### src/hdl/shac_pkg.sv
// ----------------------------------------------------------------------------
// shac_pkg: shared types and constants of the hazard alarm controller
// Field widths, register codes and reset values, timestamp constants and the
// structs passed between the configuration, timing and evaluation blocks.
// ----------------------------------------------------------------------------
package shac_pkg;

    localparam int GAS_W      = 10;
    localparam int TEMP_W     = 16;
    localparam int ACC_W      = 16;
    localparam int VIB_W      = 17;
    localparam int TIME_W     = 32;
    localparam int MASK_W     = 4;
    localparam int CODE_W     = 3;
    localparam int CFG_IDX_W  = 3;
    localparam int CFG_DATA_W = 32;

    // register indexes
    localparam logic [CFG_IDX_W-1:0] REG_GAS_THR  = 3'd0;
    localparam logic [CFG_IDX_W-1:0] REG_TEMP_THR = 3'd1;
    localparam logic [CFG_IDX_W-1:0] REG_VIB_THR  = 3'd2;
    localparam logic [CFG_IDX_W-1:0] REG_INTERVAL = 3'd3;

    // register reset values
    localparam logic [GAS_W-1:0]         RST_GAS_THR  = 10'd150;
    localparam logic signed [TEMP_W-1:0] RST_TEMP_THR = 16'sd350;
    localparam logic [VIB_W-1:0]         RST_VIB_THR  = 17'd15000;
    localparam logic [TIME_W-1:0]        RST_INTERVAL = 32'd60000;

    localparam logic signed [VIB_W-1:0] GRAVITY_COUNT = 17'sd16384;

    // timestamp phase: now_ms mod 10000 covers every blink and beep period
    localparam int PHASE_W = 14;
    localparam logic [PHASE_W-1:0] TEMP_BEEP_UNIT_MS = 14'd1000;
    localparam logic [PHASE_W-1:0] VIB_PERIOD_MS     = 14'd5000;
    localparam logic [PHASE_W-1:0] VIB_BEEP1_END     = 14'd200;
    localparam logic [PHASE_W-1:0] VIB_BEEP2_START   = 14'd450;
    localparam logic [PHASE_W-1:0] VIB_BEEP2_END     = 14'd650;

    // (now >> 4) / 625 by reciprocal, one low correction step afterwards
    localparam int PROD_W      = 57;
    localparam int RECIP_SHIFT = 38;
    localparam int QUOT_W      = PROD_W - RECIP_SHIFT;
    localparam int NIB_W       = TIME_W - 4;
    localparam int REM_W       = 11;
    localparam logic [28:0]      RECIP_625 = 29'd439804651;
    localparam logic [REM_W-1:0] DIV_625   = 11'd625;

    // phase / 200 = (phase >> 3) / 25, phase / 500 = (phase >> 2) / 125
    localparam int P200_W      = 22;
    localparam int P200_SHIFT  = 15;
    localparam int P500_W      = 26;
    localparam int P500_SHIFT  = 20;
    localparam logic [10:0] RECIP_25  = 11'd1311;
    localparam logic [13:0] RECIP_125 = 14'd8389;

    // hazard mask bits
    localparam int BIT_FIRE  = 0;
    localparam int BIT_SMOKE = 1;
    localparam int BIT_TEMP  = 2;
    localparam int BIT_VIB   = 3;

    // message codes
    localparam logic [CODE_W-1:0] MSG_FIRE_SMOKE = 3'd0;
    localparam logic [CODE_W-1:0] MSG_FIRE       = 3'd1;
    localparam logic [CODE_W-1:0] MSG_SMOKE      = 3'd2;
    localparam logic [CODE_W-1:0] MSG_TEMP       = 3'd3;
    localparam logic [CODE_W-1:0] MSG_VIB        = 3'd4;
    localparam logic [CODE_W-1:0] MSG_GENERIC    = 3'd5;

    typedef struct packed {
        logic [GAS_W-1:0]         gas_thr;
        logic signed [TEMP_W-1:0] temp_thr;
        logic [VIB_W-1:0]         vib_thr;
        logic [TIME_W-1:0]        interval;
    } t_cfg;

    typedef struct packed {
        logic [GAS_W-1:0]         gas;
        logic                     flame;
        logic                     temp_valid;
        logic signed [TEMP_W-1:0] temp;
        logic [TIME_W-1:0]        now;
    } t_sample;

    typedef struct packed {
        logic fast;
        logic slow;
        logic temp_beep;
        logic vib_beep;
    } t_phase;

    typedef struct packed {
        logic s2;
        logic s3;
        logic s4;
    } t_pipe_en;

    typedef struct packed {
        logic [MASK_W-1:0] mask;
        logic              fan;
        logic              pump;
        logic              green;
        logic              yellow;
        logic              red;
        logic              buzzer;
        logic              alert;
        logic [CODE_W-1:0] code;
    } t_result;

endpackage

### src/hdl/shac_cfg.sv
// ----------------------------------------------------------------------------
// shac_cfg: configuration register file
// Decodes register writes, masks each value to its width, holds thresholds.
// ----------------------------------------------------------------------------
module shac_cfg (
    input  logic                             i_clk,
    input  logic                             i_rst_n,
    input  logic                             i_wr_en,
    input  logic [shac_pkg::CFG_IDX_W-1:0]  i_wr_index,
    input  logic [shac_pkg::CFG_DATA_W-1:0] i_wr_data,
    output shac_pkg::t_cfg                   o_cfg
);
    import shac_pkg::*;

    t_cfg r_cfg;
    t_cfg n_cfg;

    always_comb begin
        n_cfg = r_cfg;
        if (i_wr_en) begin
            unique case (i_wr_index)
                REG_GAS_THR:  n_cfg.gas_thr  = i_wr_data[GAS_W-1:0];
                REG_TEMP_THR: n_cfg.temp_thr = i_wr_data[TEMP_W-1:0];
                REG_VIB_THR:  n_cfg.vib_thr  = i_wr_data[VIB_W-1:0];
                REG_INTERVAL: n_cfg.interval = i_wr_data[TIME_W-1:0];
                default:      n_cfg = r_cfg;
            endcase
        end
    end

    always_ff @(posedge i_clk) begin
        if (!i_rst_n) begin
            r_cfg.gas_thr  <= RST_GAS_THR;
            r_cfg.temp_thr <= RST_TEMP_THR;
            r_cfg.vib_thr  <= RST_VIB_THR;
            r_cfg.interval <= RST_INTERVAL;
        end else begin
            r_cfg <= n_cfg;
        end
    end

    assign o_cfg = r_cfg;

endmodule

### src/hdl/shac_phase.sv
// ----------------------------------------------------------------------------
// shac_phase: timestamp phase pipeline
// Three stages: now mod 10000 by reciprocal multiply, then blink and beep
// phases from that remainder.
// ----------------------------------------------------------------------------
module shac_phase (
    input  logic                         i_clk,
    input  shac_pkg::t_pipe_en           i_en,
    input  logic [shac_pkg::TIME_W-1:0]  i_now,
    output shac_pkg::t_phase             o_phase
);
    import shac_pkg::*;

    logic [TIME_W-1:0]  r_now2;
    logic [PROD_W-1:0]  r_prod;
    logic [PROD_W-1:0]  n_prod;
    logic [QUOT_W-1:0]  quot;
    logic [NIB_W-1:0]   rem_full;
    logic [REM_W-1:0]   rem_raw;
    logic [REM_W-1:0]   rem_fix;
    logic [PHASE_W-1:0] r_rem;
    logic [PHASE_W-1:0] n_rem;
    logic [P200_W-1:0]  p200;
    logic [P500_W-1:0]  p500;
    logic [PHASE_W-1:0] slot;
    t_phase             r_phase;
    t_phase             n_phase;

    // stage 2: reciprocal product
    assign n_prod = PROD_W'(i_now[TIME_W-1:4]) * PROD_W'(RECIP_625);

    always_ff @(posedge i_clk) begin
        if (i_en.s2) begin
            r_now2 <= i_now;
            r_prod <= n_prod;
        end
    end

    // stage 3: remainder and correction
    assign quot     = r_prod[PROD_W-1:RECIP_SHIFT];
    assign rem_full = r_now2[TIME_W-1:4] - (NIB_W'(quot) * NIB_W'(DIV_625));
    assign rem_raw  = rem_full[REM_W-1:0];
    assign rem_fix  = (rem_raw >= DIV_625) ? (rem_raw - DIV_625) : rem_raw;
    assign n_rem    = {rem_fix[REM_W-2:0], r_now2[3:0]};

    always_ff @(posedge i_clk) begin
        if (i_en.s3) begin
            r_rem <= n_rem;
        end
    end

    // stage 4: phases
    assign p200 = P200_W'(r_rem[PHASE_W-1:3]) * P200_W'(RECIP_25);
    assign p500 = P500_W'(r_rem[PHASE_W-1:2]) * P500_W'(RECIP_125);
    assign slot = (r_rem >= VIB_PERIOD_MS) ? (r_rem - VIB_PERIOD_MS) : r_rem;

    always_comb begin
        n_phase.fast      = p200[P200_SHIFT];
        n_phase.slow      = p500[P500_SHIFT];
        n_phase.temp_beep = r_rem < TEMP_BEEP_UNIT_MS;
        n_phase.vib_beep  = (slot < VIB_BEEP1_END) ||
                            ((slot > VIB_BEEP2_START) && (slot < VIB_BEEP2_END));
    end

    always_ff @(posedge i_clk) begin
        if (i_en.s4) begin
            r_phase <= n_phase;
        end
    end

    assign o_phase = r_phase;

endmodule

### src/hdl/shac_eval.sv
// ----------------------------------------------------------------------------
// shac_eval: hazard evaluation and alert state
// Forms the hazard mask, drives relays, lamps, buzzer and message code, and
// keeps the held temperature, previous mask and last alert time.
// ----------------------------------------------------------------------------
module shac_eval (
    input  logic                        i_clk,
    input  logic                        i_rst_n,
    input  logic                        i_load,
    input  shac_pkg::t_sample           i_sample,
    input  logic [shac_pkg::VIB_W-1:0]  i_vib,
    input  shac_pkg::t_phase            i_phase,
    input  shac_pkg::t_cfg              i_cfg,
    output shac_pkg::t_result           o_result
);
    import shac_pkg::*;

    logic signed [TEMP_W-1:0] r_held;
    logic [MASK_W-1:0]        r_prev_mask;
    logic [TIME_W-1:0]        r_last_alert;
    logic signed [TEMP_W-1:0] temp_cur;
    logic signed [TEMP_W-1:0] temp_thr;
    logic [TIME_W-1:0]        since;
    logic [MASK_W-1:0]        mask;
    logic                     alert;
    t_result                  res;

    assign temp_cur = i_sample.temp_valid ? i_sample.temp : r_held;
    assign temp_thr = i_cfg.temp_thr;
    assign since    = i_sample.now - r_last_alert;

    always_comb begin
        mask[BIT_FIRE]  = i_sample.flame;
        mask[BIT_SMOKE] = i_sample.gas > i_cfg.gas_thr;
        mask[BIT_TEMP]  = temp_cur > temp_thr;
        mask[BIT_VIB]   = i_vib > i_cfg.vib_thr;
    end

    assign alert = (mask != '0) &&
                   ((mask != r_prev_mask) || (since >= i_cfg.interval));

    always_comb begin
        res        = '0;
        res.mask   = mask;
        res.fan    = mask[BIT_SMOKE];
        res.pump   = mask[BIT_FIRE];
        res.alert  = alert;

        priority if (mask == '0) begin
            res.green = 1'b1;
        end else if (mask[BIT_FIRE] || mask[BIT_SMOKE]) begin
            res.red    = i_phase.fast;
            res.yellow = mask[BIT_TEMP] || mask[BIT_VIB];
            res.buzzer = 1'b1;
        end else begin
            res.yellow = i_phase.slow;
            res.buzzer = mask[BIT_TEMP] ? i_phase.temp_beep : i_phase.vib_beep;
        end

        priority if (mask[BIT_FIRE] && mask[BIT_SMOKE]) begin
            res.code = MSG_FIRE_SMOKE;
        end else if (mask[BIT_FIRE]) begin
            res.code = MSG_FIRE;
        end else if (mask[BIT_SMOKE]) begin
            res.code = MSG_SMOKE;
        end else if (mask[BIT_TEMP]) begin
            res.code = MSG_TEMP;
        end else if (mask[BIT_VIB]) begin
            res.code = MSG_VIB;
        end else begin
            res.code = MSG_GENERIC;
        end
    end

    always_ff @(posedge i_clk) begin
        if (!i_rst_n) begin
            r_held       <= '0;
            r_prev_mask  <= '0;
            r_last_alert <= '0;
        end else if (i_load) begin
            r_held      <= temp_cur;
            r_prev_mask <= mask;
            if (alert) begin
                r_last_alert <= i_sample.now;
            end
        end
    end

    assign o_result = res;

endmodule

### src/hdl/sensor_hazard_alarm_controller.sv
// ----------------------------------------------------------------------------
// sensor_hazard_alarm_controller: one beat per cycle sustained unless the
// output stalls. Stages: input, timestamp product, mod 10000, phases,
// evaluation into the output register. Synchronous active-low reset clears the
// pipeline, thresholds to defaults and the alert state.
// ----------------------------------------------------------------------------
module sensor_hazard_alarm_controller (
    input  logic                                i_clk,
    input  logic                                i_rst_n,
    input  logic                                i_in_valid,
    output logic                                o_in_stall,
    input  logic [shac_pkg::GAS_W-1:0]          i_gas_level,
    input  logic                                i_flame_detected,
    input  logic                                i_temp_valid,
    input  logic signed [shac_pkg::TEMP_W-1:0]  i_temperature_x10,
    input  logic signed [shac_pkg::ACC_W-1:0]   i_accel_x,
    input  logic signed [shac_pkg::ACC_W-1:0]   i_accel_y,
    input  logic signed [shac_pkg::ACC_W-1:0]   i_accel_z,
    input  logic [shac_pkg::TIME_W-1:0]         i_now_ms,
    output logic                                o_out_valid,
    input  logic                                i_out_stall,
    output logic [shac_pkg::MASK_W-1:0]         o_hazard_mask,
    output logic                                o_fan_on,
    output logic                                o_pump_on,
    output logic                                o_green_lamp,
    output logic                                o_yellow_lamp,
    output logic                                o_red_lamp,
    output logic                                o_buzzer_on,
    output logic                                o_alert_request,
    output logic [shac_pkg::CODE_W-1:0]         o_message_code,
    input  logic                                i_cfg_valid,
    output logic                                o_cfg_ready,
    input  logic [shac_pkg::CFG_IDX_W-1:0]      i_cfg_index,
    input  logic [shac_pkg::CFG_DATA_W-1:0]     i_cfg_data
);
    import shac_pkg::*;

    logic [5:1]               r_vld;
    logic [5:1]               rdy;
    t_sample                  r_s1;
    t_sample                  r_s2;
    t_sample                  r_s3;
    t_sample                  r_s4;
    t_sample                  n_s1;
    logic signed [ACC_W-1:0]  r_ax;
    logic signed [ACC_W-1:0]  r_ay;
    logic signed [ACC_W-1:0]  r_az;
    logic signed [VIB_W-1:0]  ax_w;
    logic signed [VIB_W-1:0]  ay_w;
    logic signed [VIB_W-1:0]  az_w;
    logic [VIB_W-1:0]         ax_m;
    logic [VIB_W-1:0]         ay_m;
    logic [VIB_W-1:0]         az_m;
    logic [VIB_W-1:0]         n_vib;
    logic [VIB_W-1:0]         r_vib2;
    logic [VIB_W-1:0]         r_vib3;
    logic [VIB_W-1:0]         r_vib4;
    t_cfg                     cfg;
    t_pipe_en                 pipe_en;
    t_phase                   phase;
    t_result                  res;
    t_result                  r_res;

    // pipeline flow control: a stage loads when empty or when it drains
    assign rdy[5] = !r_vld[5] || !i_out_stall;
    assign rdy[4] = !r_vld[4] || rdy[5];
    assign rdy[3] = !r_vld[3] || rdy[4];
    assign rdy[2] = !r_vld[2] || rdy[3];
    assign rdy[1] = !r_vld[1] || rdy[2];

    assign o_in_stall  = !rdy[1];
    assign o_cfg_ready = 1'b1;

    always_ff @(posedge i_clk) begin
        if (!i_rst_n) begin
            r_vld <= '0;
        end else begin
            if (rdy[1]) begin
                r_vld[1] <= i_in_valid;
            end
            if (rdy[2]) begin
                r_vld[2] <= r_vld[1];
            end
            if (rdy[3]) begin
                r_vld[3] <= r_vld[2];
            end
            if (rdy[4]) begin
                r_vld[4] <= r_vld[3];
            end
            if (rdy[5]) begin
                r_vld[5] <= r_vld[4];
            end
        end
    end

    always_comb begin
        n_s1.gas        = i_gas_level;
        n_s1.flame      = i_flame_detected;
        n_s1.temp_valid = i_temp_valid;
        n_s1.temp       = i_temperature_x10;
        n_s1.now        = i_now_ms;
    end

    // vibration metric |x| + |y| + |z - 1 g|
    assign ax_w  = VIB_W'(r_ax);
    assign ay_w  = VIB_W'(r_ay);
    assign az_w  = VIB_W'(r_az) - GRAVITY_COUNT;
    assign ax_m  = ax_w[VIB_W-1] ? VIB_W'(-ax_w) : VIB_W'(ax_w);
    assign ay_m  = ay_w[VIB_W-1] ? VIB_W'(-ay_w) : VIB_W'(ay_w);
    assign az_m  = az_w[VIB_W-1] ? VIB_W'(-az_w) : VIB_W'(az_w);
    assign n_vib = ax_m + ay_m + az_m;

    always_ff @(posedge i_clk) begin
        if (rdy[1]) begin
            r_s1 <= n_s1;
            r_ax <= i_accel_x;
            r_ay <= i_accel_y;
            r_az <= i_accel_z;
        end
        if (rdy[2]) begin
            r_s2   <= r_s1;
            r_vib2 <= n_vib;
        end
        if (rdy[3]) begin
            r_s3   <= r_s2;
            r_vib3 <= r_vib2;
        end
        if (rdy[4]) begin
            r_s4   <= r_s3;
            r_vib4 <= r_vib3;
        end
        if (rdy[5]) begin
            r_res <= res;
        end
    end

    assign pipe_en.s2 = rdy[2];
    assign pipe_en.s3 = rdy[3];
    assign pipe_en.s4 = rdy[4];

    shac_cfg u_cfg (
        .i_clk      (i_clk),
        .i_rst_n    (i_rst_n),
        .i_wr_en    (i_cfg_valid && o_cfg_ready),
        .i_wr_index (i_cfg_index),
        .i_wr_data  (i_cfg_data),
        .o_cfg      (cfg)
    );

    shac_phase u_phase (
        .i_clk   (i_clk),
        .i_en    (pipe_en),
        .i_now   (r_s1.now),
        .o_phase (phase)
    );

    shac_eval u_eval (
        .i_clk    (i_clk),
        .i_rst_n  (i_rst_n),
        .i_load   (rdy[5] && r_vld[4]),
        .i_sample (r_s4),
        .i_vib    (r_vib4),
        .i_phase  (phase),
        .i_cfg    (cfg),
        .o_result (res)
    );

    assign o_out_valid     = r_vld[5];
    assign o_hazard_mask   = r_res.mask;
    assign o_fan_on        = r_res.fan;
    assign o_pump_on       = r_res.pump;
    assign o_green_lamp    = r_res.green;
    assign o_yellow_lamp   = r_res.yellow;
    assign o_red_lamp      = r_res.red;
    assign o_buzzer_on     = r_res.buzzer;
    assign o_alert_request = r_res.alert;
    assign o_message_code  = r_res.code;

    a_stall_only_full: assert property (@(posedge i_clk) disable iff (!i_rst_n)
        o_in_stall |-> ((r_vld == '1) && i_out_stall))
        else $error("input stalled while the pipeline has room");

    a_green_no_hazard: assert property (@(posedge i_clk) disable iff (!i_rst_n)
        o_out_valid |-> (o_green_lamp == (o_hazard_mask == '0)))
        else $error("green lamp disagrees with hazard mask");

    a_alert_needs_hazard: assert property (@(posedge i_clk) disable iff (!i_rst_n)
        (o_out_valid && o_alert_request) |-> (o_hazard_mask != '0))
        else $error("alert raised without a hazard");

    a_generic_when_clear: assert property (@(posedge i_clk) disable iff (!i_rst_n)
        (o_out_valid && (o_hazard_mask == '0)) |->
            ((o_message_code == MSG_GENERIC) && !o_buzzer_on && !o_red_lamp))
        else $error("outputs active without a hazard");

endmodule

### config.mk
export PLATFORM = sky130hd
export DESIGN_NAME = sensor_hazard_alarm_controller
export DESIGN_NICKNAME = d
export VERILOG_FILES = /design/src/hdl/shac_pkg.sv /design/src/hdl/shac_cfg.sv /design/src/hdl/shac_phase.sv /design/src/hdl/shac_eval.sv /design/src/hdl/sensor_hazard_alarm_controller.sv
export SDC_FILE = /design/constraint.sdc
export NUM_CORES = 2
export LEC_CHECK = 0
export BUFFER_PORTS_ARGS = -buffer_cell sky130_fd_sc_hd__buf_2
export CORE_ASPECT_RATIO = 1.4
export CORE_MARGIN = 2
export CORE_UTILIZATION = 58
export CTS_CLUSTER_DIAMETER = 200
export DETAILED_ROUTE_END_ITERATION = 6
export GPL_ROUTABILITY_DRIVEN = 0
export PLACE_DENSITY = 0.79
export RECOVER_POWER = 50
export SYNTH_ARGS = -nofsm -noshare
export SYNTH_HDL_FRONTEND = slang
export SYNTH_SLANG_ARGS = --single-unit
### constraint.sdc
create_clock -name i_clk -period 5.9 [get_ports i_clk]
set_clock_uncertainty 0.15 [all_clocks]
set_input_delay 0.885 -clock i_clk [delete_from_list [all_inputs] [get_ports i_clk]]
set_output_delay 0.885 -clock i_clk [all_outputs]
set_load 0.01 [all_outputs]
# ---- After elaboration in Yosys (flattened, before gate mapping)
# Index checks and enable logic that the tools add are counted.
# Widths: inputs -> output; s select.
dict set report totals {
  ff_bits 560
  input_bits 148
  word_cells 129
}
dict set report classes {
  n_addsub 10
  mul 4
  n_lt_le_gt_ge 10
  n_eq_ne 4
  mux 14
  bitwise_logic 1
  n_reduce_logical 31
}
# op n
set ops {}
lappend ops {{$mul 28x29->57 const B} 1}
lappend ops {{$mux 17} 3}
lappend ops {{$add 17x17->17} 2}
lappend ops {{$neg 16->17} 2}
lappend ops {{$ge 32x32->1} 1}
lappend ops {{$sub 32x32->32} 1}
lappend ops {{$lt 14x10->1 const B} 2}
lappend ops {{$mul 12x14->21 const B} 1}
lappend ops {{$mul 19x10->11 const B} 1}
lappend ops {{$gt 17x17->1} 1}
lappend ops {{$neg 17->17} 1}
lappend ops {{$sub 16x16->17 const B} 1}
lappend ops {{$gt 16x16->1} 1}
lappend ops {{$mul 11x11->16 const B} 1}
lappend ops {{$mux 16} 1}
lappend ops {{$ge 14x13->1 const B} 1}
lappend ops {{$gt 14x9->1 const B} 1}
lappend ops {{$lt 14x8->1 const B} 1}
lappend ops {{$mux 14} 1}
lappend ops {{$sub 14x13->14 const B} 1}
lappend ops {{$ge 11x10->1 const B} 1}
lappend ops {{$sub 11x11->11} 1}
lappend ops {{$gt 10x10->1} 1}
lappend ops {{$mux 10} 1}
lappend ops {{16 further kinds} 45}

# ---- Longest topological paths before layout
dict set report depth {
  word_depth 7
  ltp_mapped 25
}

# ---- Cells and area by module
# A second synthesis with hierarchy kept.
dict set report unflattened {
  cells_unflattened 3688
  hier_area_um2 41711.3
}
# module n_inst cells_each area_per_inst_um2 seq_area_each_um2
set by_module_without_submodules {}
lappend by_module_without_submodules {shac_phase 1 1983 20054.2 1321.3}
lappend by_module_without_submodules {sensor_hazard_alarm_controller 1 652 12852.3 10700.3}
lappend by_module_without_submodules {shac_eval 1 754 5828.1 1041.0}
lappend by_module_without_submodules {shac_cfg 1 299 2976.6 1501.4}

# ---- Worst setup path after synthesis
# OpenSTA, ideal clock, no wires.
dict set report synth_path {
  path_type {reg2reg}
  startpoint {register r_s1[30] in the netlist's numbering}
  endpoint {register u_phase.r_prod[48] (data pin)}
  setup_ns 0.259
  t_arrival_ns 6.105
  path_slack_ns -0.614
  path_stages_with_launch 22
  path_buffers 0
  cell_sequence {edfxtp_1 -> fa_1 -> fa_1 -> inv_1 -> fa_1 -> inv_1 -> fa_1 -> fa_1 -> fa_1 -> inv_1 -> fa_1 -> inv_1 -> ha_1 -> a211oi_1 -> o21ai_0 -> o211ai_1 -> o311a_1 -> o21ai_1 -> a2111oi_1 -> o31ai_1 -> a21oi_1 -> xnor2_1}
}
dict set report synth_between {
  elab_chain_cells 1
}
# item line
set synth_lines {}
lappend synth_lines {{from (decl)} sensor_hazard_alarm_controller.sv:40} ;# t_sample r_s1;
lappend synth_lines {{from (signal assigned)} sensor_hazard_alarm_controller.sv:115} ;# r_s1 <= n_s1;
lappend synth_lines {{$mul 28x29->57} shac_phase.sv:30} ;# assign n_prod = PROD_W'(i_now[TIME_W-1:4]) * PROD_W'(RECIP_625);
lappend synth_lines {{named net u_phase.n_prod[48]} shac_phase.sv:16} ;# logic [PROD_W-1:0] n_prod;
lappend synth_lines {{to (signal assigned)} shac_phase.sv:35} ;# r_prod <= n_prod;
lappend synth_lines {{to (decl)} shac_phase.sv:15} ;# logic [PROD_W-1:0] r_prod;
# The timed path passes the listed nets, and every way through them passes these cells.
# A chain may end at the register's enable or synchronous reset.

# ---- Worst setup path after layout
dict set report layout_path {
  startpoint {register r_s1[13] in the netlist's numbering}
  endpoint {register u_phase.r_prod[48] (data pin)}
}
# The elaborated chain is that of the path after synthesis.

==> results.json <==
{
  "min_path_type": "flip-flop to flip-flop",
  "cts.clk_slew.worst_paths_ps": 60,
  "reg2reg_to": "u_phase.r_prod[48]$_DFFE_PP_",
  "setup_viol": 11,
  "fp-row-count": 113,
  "ys_top_cells_by_area": "edfxtp_1, fa_1, ha_1, inv_1, dfxtp_1",
  "antenna_found_initial": 2,
  "die_h_um": 314.6,
  "cpLargestDelayFamily": "adder cells",
  "worst_slack_ps": -786.3,
  "synth_top_area_share_pct": 28.26,
  "first_global_vias": 28580,
  "path_class": "flip-flop to flip-flop",
  "synth-seq-cells": 508,
  "violations": "capacitance limit, slew limit, setup timing",
  "die-area_sq_um": 71040,
  "status": "complete, but fails checks",
  "dr.first_iter.drc_count": 1359,
  "synth_edf_count": 376,
  "clock-sinks": 508,
  "cts_htree_levels": 2,
  "syn_nets": 4656,
  "grtUsageTotal_pct": 27.39,
  "drcViolationCount": 0,
  "ant_nets": 0,
  "finalWirelength_um": 93360,
  "cts_buffers": 51,
  "finalCriticalPeriod_ps": 6686,
  "cts_buffer_depth": 3,
  "startpoint_type": "flip-flop",
  "fill_cells": 4926,
  "hp-start": "r_s2[57]$_DFFE_PP_",
  "holdPathStages": 0,
  "hold_end": "r_s3[57]$_DFFE_PP_",
  "period_share_pct": 113.3,
  "crit_slowest_cell": "fa_1",
  "cts_tree": "built",
  "cts_hold_buf": 0,
  "root_buffer": "clkbuf_16",
  "hold_violations": 0,
  "firstDrtPassIters": 5,
  "dpl.hpwl_um": 74800,
  "cp_slowest_stage_delay_ps": 580,
  "clk-insertion-delay-late_ps": 630,
  "portBuffers": 163,
  "die_x_um": 225.8,
  "crit_fanout": 4,
  "synthTopCellsByCount": "inv_1, ha_1, fa_1, edfxtp_1, nand2_1",
  "ys.flop_type": "edfxtp_1",
  "multi_input_area_sq_um": 23110,
  "synthArstFlopShare_pct": 0,
  "yosys_warnings": 0,
  "endpoint_kind": "flip-flop",
  "io_pins": 165,
  "core_area_sq_um": 68010,
  "regArea_sq_um": 13930,
  "reg2reg_depth": 22,
  "fin_nets": 5066,
  "crit_buf_inv": 5,
  "rsz0062_at_grt": "yes",
  "synth_area_leader_cell": "edfxtp_1",
  "worst_pin_slew_ps": 3785,
  "worstPathRequired_ps": 6110,
  "max_cap_viol_count": 2,
  "drv_slew": 156,
  "hold_slack_ps": 263.9,
  "synth.most_common_cell": "inv_1",
  "start_util_pct": 58.75,
  "netlist_area_sq_um": 39960,
  "path_cells": "buf_6 > ha_4 > fa_1 > inv_1 > fa_2 > inv_1 > fa_1 > fa_1 > fa_1 > inv_1 > fa_1 > inv_1 > ha_1 > nand4_1 > nor2_1 > nand4b_1 > o311a_4 > o21ai_4 > a2111oi_4 > o31ai_2 > a21oi_2 > xnor2_1",
  "synth-seq-area-share_pct": 34.87,
  "arrival_ps": 6900,
  "drive_gt1_share_pct": 15.27,
  "max-slew-margin-rel_pct": -152.4,
  "avgRoutedWirePerCell_um": 19.00,
  "viasPerCell": 5.337,
  "dr_total_vias": 26230,
  "r2r_setup_slack_ps": -790,
  "netlist_instances": 3542,
  "reg2reg_from": "r_s1[13]$_DFFE_PN_",
  "grt_overflow": 0,
  "crit_top_cell": "fa_1",
  "ys_types": 77,
  "grt_start_max_net_pins": 96,
  "grt_pass1_wl_um": 148600,
  "avgSynthCellArea_sq_um": 11.28,
  "fmax_mhz": 149.6,
  "synthToLayoutAreaGrowth_pct": 14.49
}
[stage by stage]
stage | cell area, sq um | setup TNS (ps) | utilization, % | std cells | setup slack [ps]
after floorplan | 40170 | -1745 | - | 3542 | -315.4
after global placement | 43550 | -5805 | 64.04 | 4792 | -653.0
after detailed placement | 43550 | -7305 | 64.04 | 4792 | -822.2
after CTS | 45620 | -5795 | 67.07 | 4904 | -636.3
after global routing | 45750 | -8726 | 67.27 | 4915 | -897.5
final | 45750 | -7339 | 67.27 | 4915 | -786.3
[layout make-up]
class                           count  area share (%)
Antenna cell                        1        0.005470
Clock buffer                       59           2.924
Clock inverter                     36          0.8807
Inverter                          845           6.955
Multi-Input combinational cell   2138           50.53
Sequential cell                   508           30.46
Tap cell                          920           2.516
Timing Repair Buffer              408           5.733
[timing repair]
action | CTS | global route
resized for setup | 62 | 28
pin swaps | 55 | 58
setup buffers | 17 | 11
setup endpoints to repair | 11 | 11
[metal layers]
| layer | share of wire, % | global-route usage, % | up-vias |
|---|---|---|---|
| met5 | 0.014 | 0 | - |
| met4 | 7.6 | 17.43 | 2 |
| met3 | 4.1 | 3.108 | 328 |
| met2 | 51 | 49.39 | 742 |
| met1 | 37 | 30.65 | 12820 |
| li1 | - | - | 12340 |
[cell families (layout without fill, tap and decap cells)]
logic type / count (synthesis) / count (layout) / synth area share, %
muxes: 51 / 51 / 1.334
other: 1 / 2 / 0.009385
and+or+nand+nor: 553 / 553 / 6.307
DFF: 508 / 508 / 34.87
xor gates and xnor gates: 143 / 143 / 3.134
buffers and inverters: 896 / 1348 / 8.592
adders and majority gates: 966 / 966 / 38.42
AOI/OAI and AO/OA: 424 / 424 / 7.331
[placed cells by master (no fill, tap or decap), drive strengths merged, types with 10 or more instances in the layout]
cell type	netlist	routed
inv	845	848
ha	531	531
fa	435	435
edfxtp	376	376
buf	10	371
nand2	291	291
dfxtp	132	132
xnor2	104	104
clkbuf	41	96
nor2	83	83
a21oi	82	82
a21boi	74	74
o21ai	67	67
xor2	39	39
a21o	36	36
o211ai	36	36
mux2i	33	33
nor3	27	27
nor2b	23	23
nand4	23	23
o21a	23	23
nand3	22	22
clkinv	0	21
nand2b	20	20
mux2	18	18
a211oi	15	15
a31oi	12	12
nor4	11	11
or3	11	11
and2	11	11
o21bai	10	10
[worst max path at each step]
| stage | to | slack (ps) | cells past startpoint | from |
|---|---|---|---|---|
| 2_1_floorplan | u_phase.r_prod[48]$_DFFE_PP_ | -320 | 19 | r_s1[28]$_DFFE_PN_ |
| 3_3_place_gp | u_phase.r_prod[48]$_DFFE_PP_ | -650 | 21 | r_s1[22]$_DFFE_PN_ |
| 3_5_place_dp | u_phase.r_prod[48]$_DFFE_PP_ | -820 | 21 | r_s1[22]$_DFFE_PN_ |
| 4_1_cts | u_phase.r_prod[41]$_DFFE_PP_ | -640 | 23 | r_s1[31]$_DFFE_PN_ |
| 5_1_grt | u_phase.r_prod[48]$_DFFE_PP_ | -900 | 23 | r_s1[22]$_DFFE_PN_ |
| 6_report | u_phase.r_prod[48]$_DFFE_PP_ | -790 | 22 | r_s1[13]$_DFFE_PN_ |
[state kept, by name, summed over array words and instances (netlist names), 5 cells and up]
name and count:
r_vib4 17, u_phase.r_prod 12, r_vib2 17, r_vld 5, u_eval.r_last_alert 32, r_s2 28
r_s1 60, r_ax 16, r_ay 16, u_cfg.o_cfg 75, u_phase.r_rem 10, u_phase.r_now2 31
u_eval.r_held 16, r_vib3 17, r_s4 60, r_s3 60, r_az 16
Power is not shown: default switching activity piles up to over one toggle a cycle in this logic, so the estimate is an artifact.
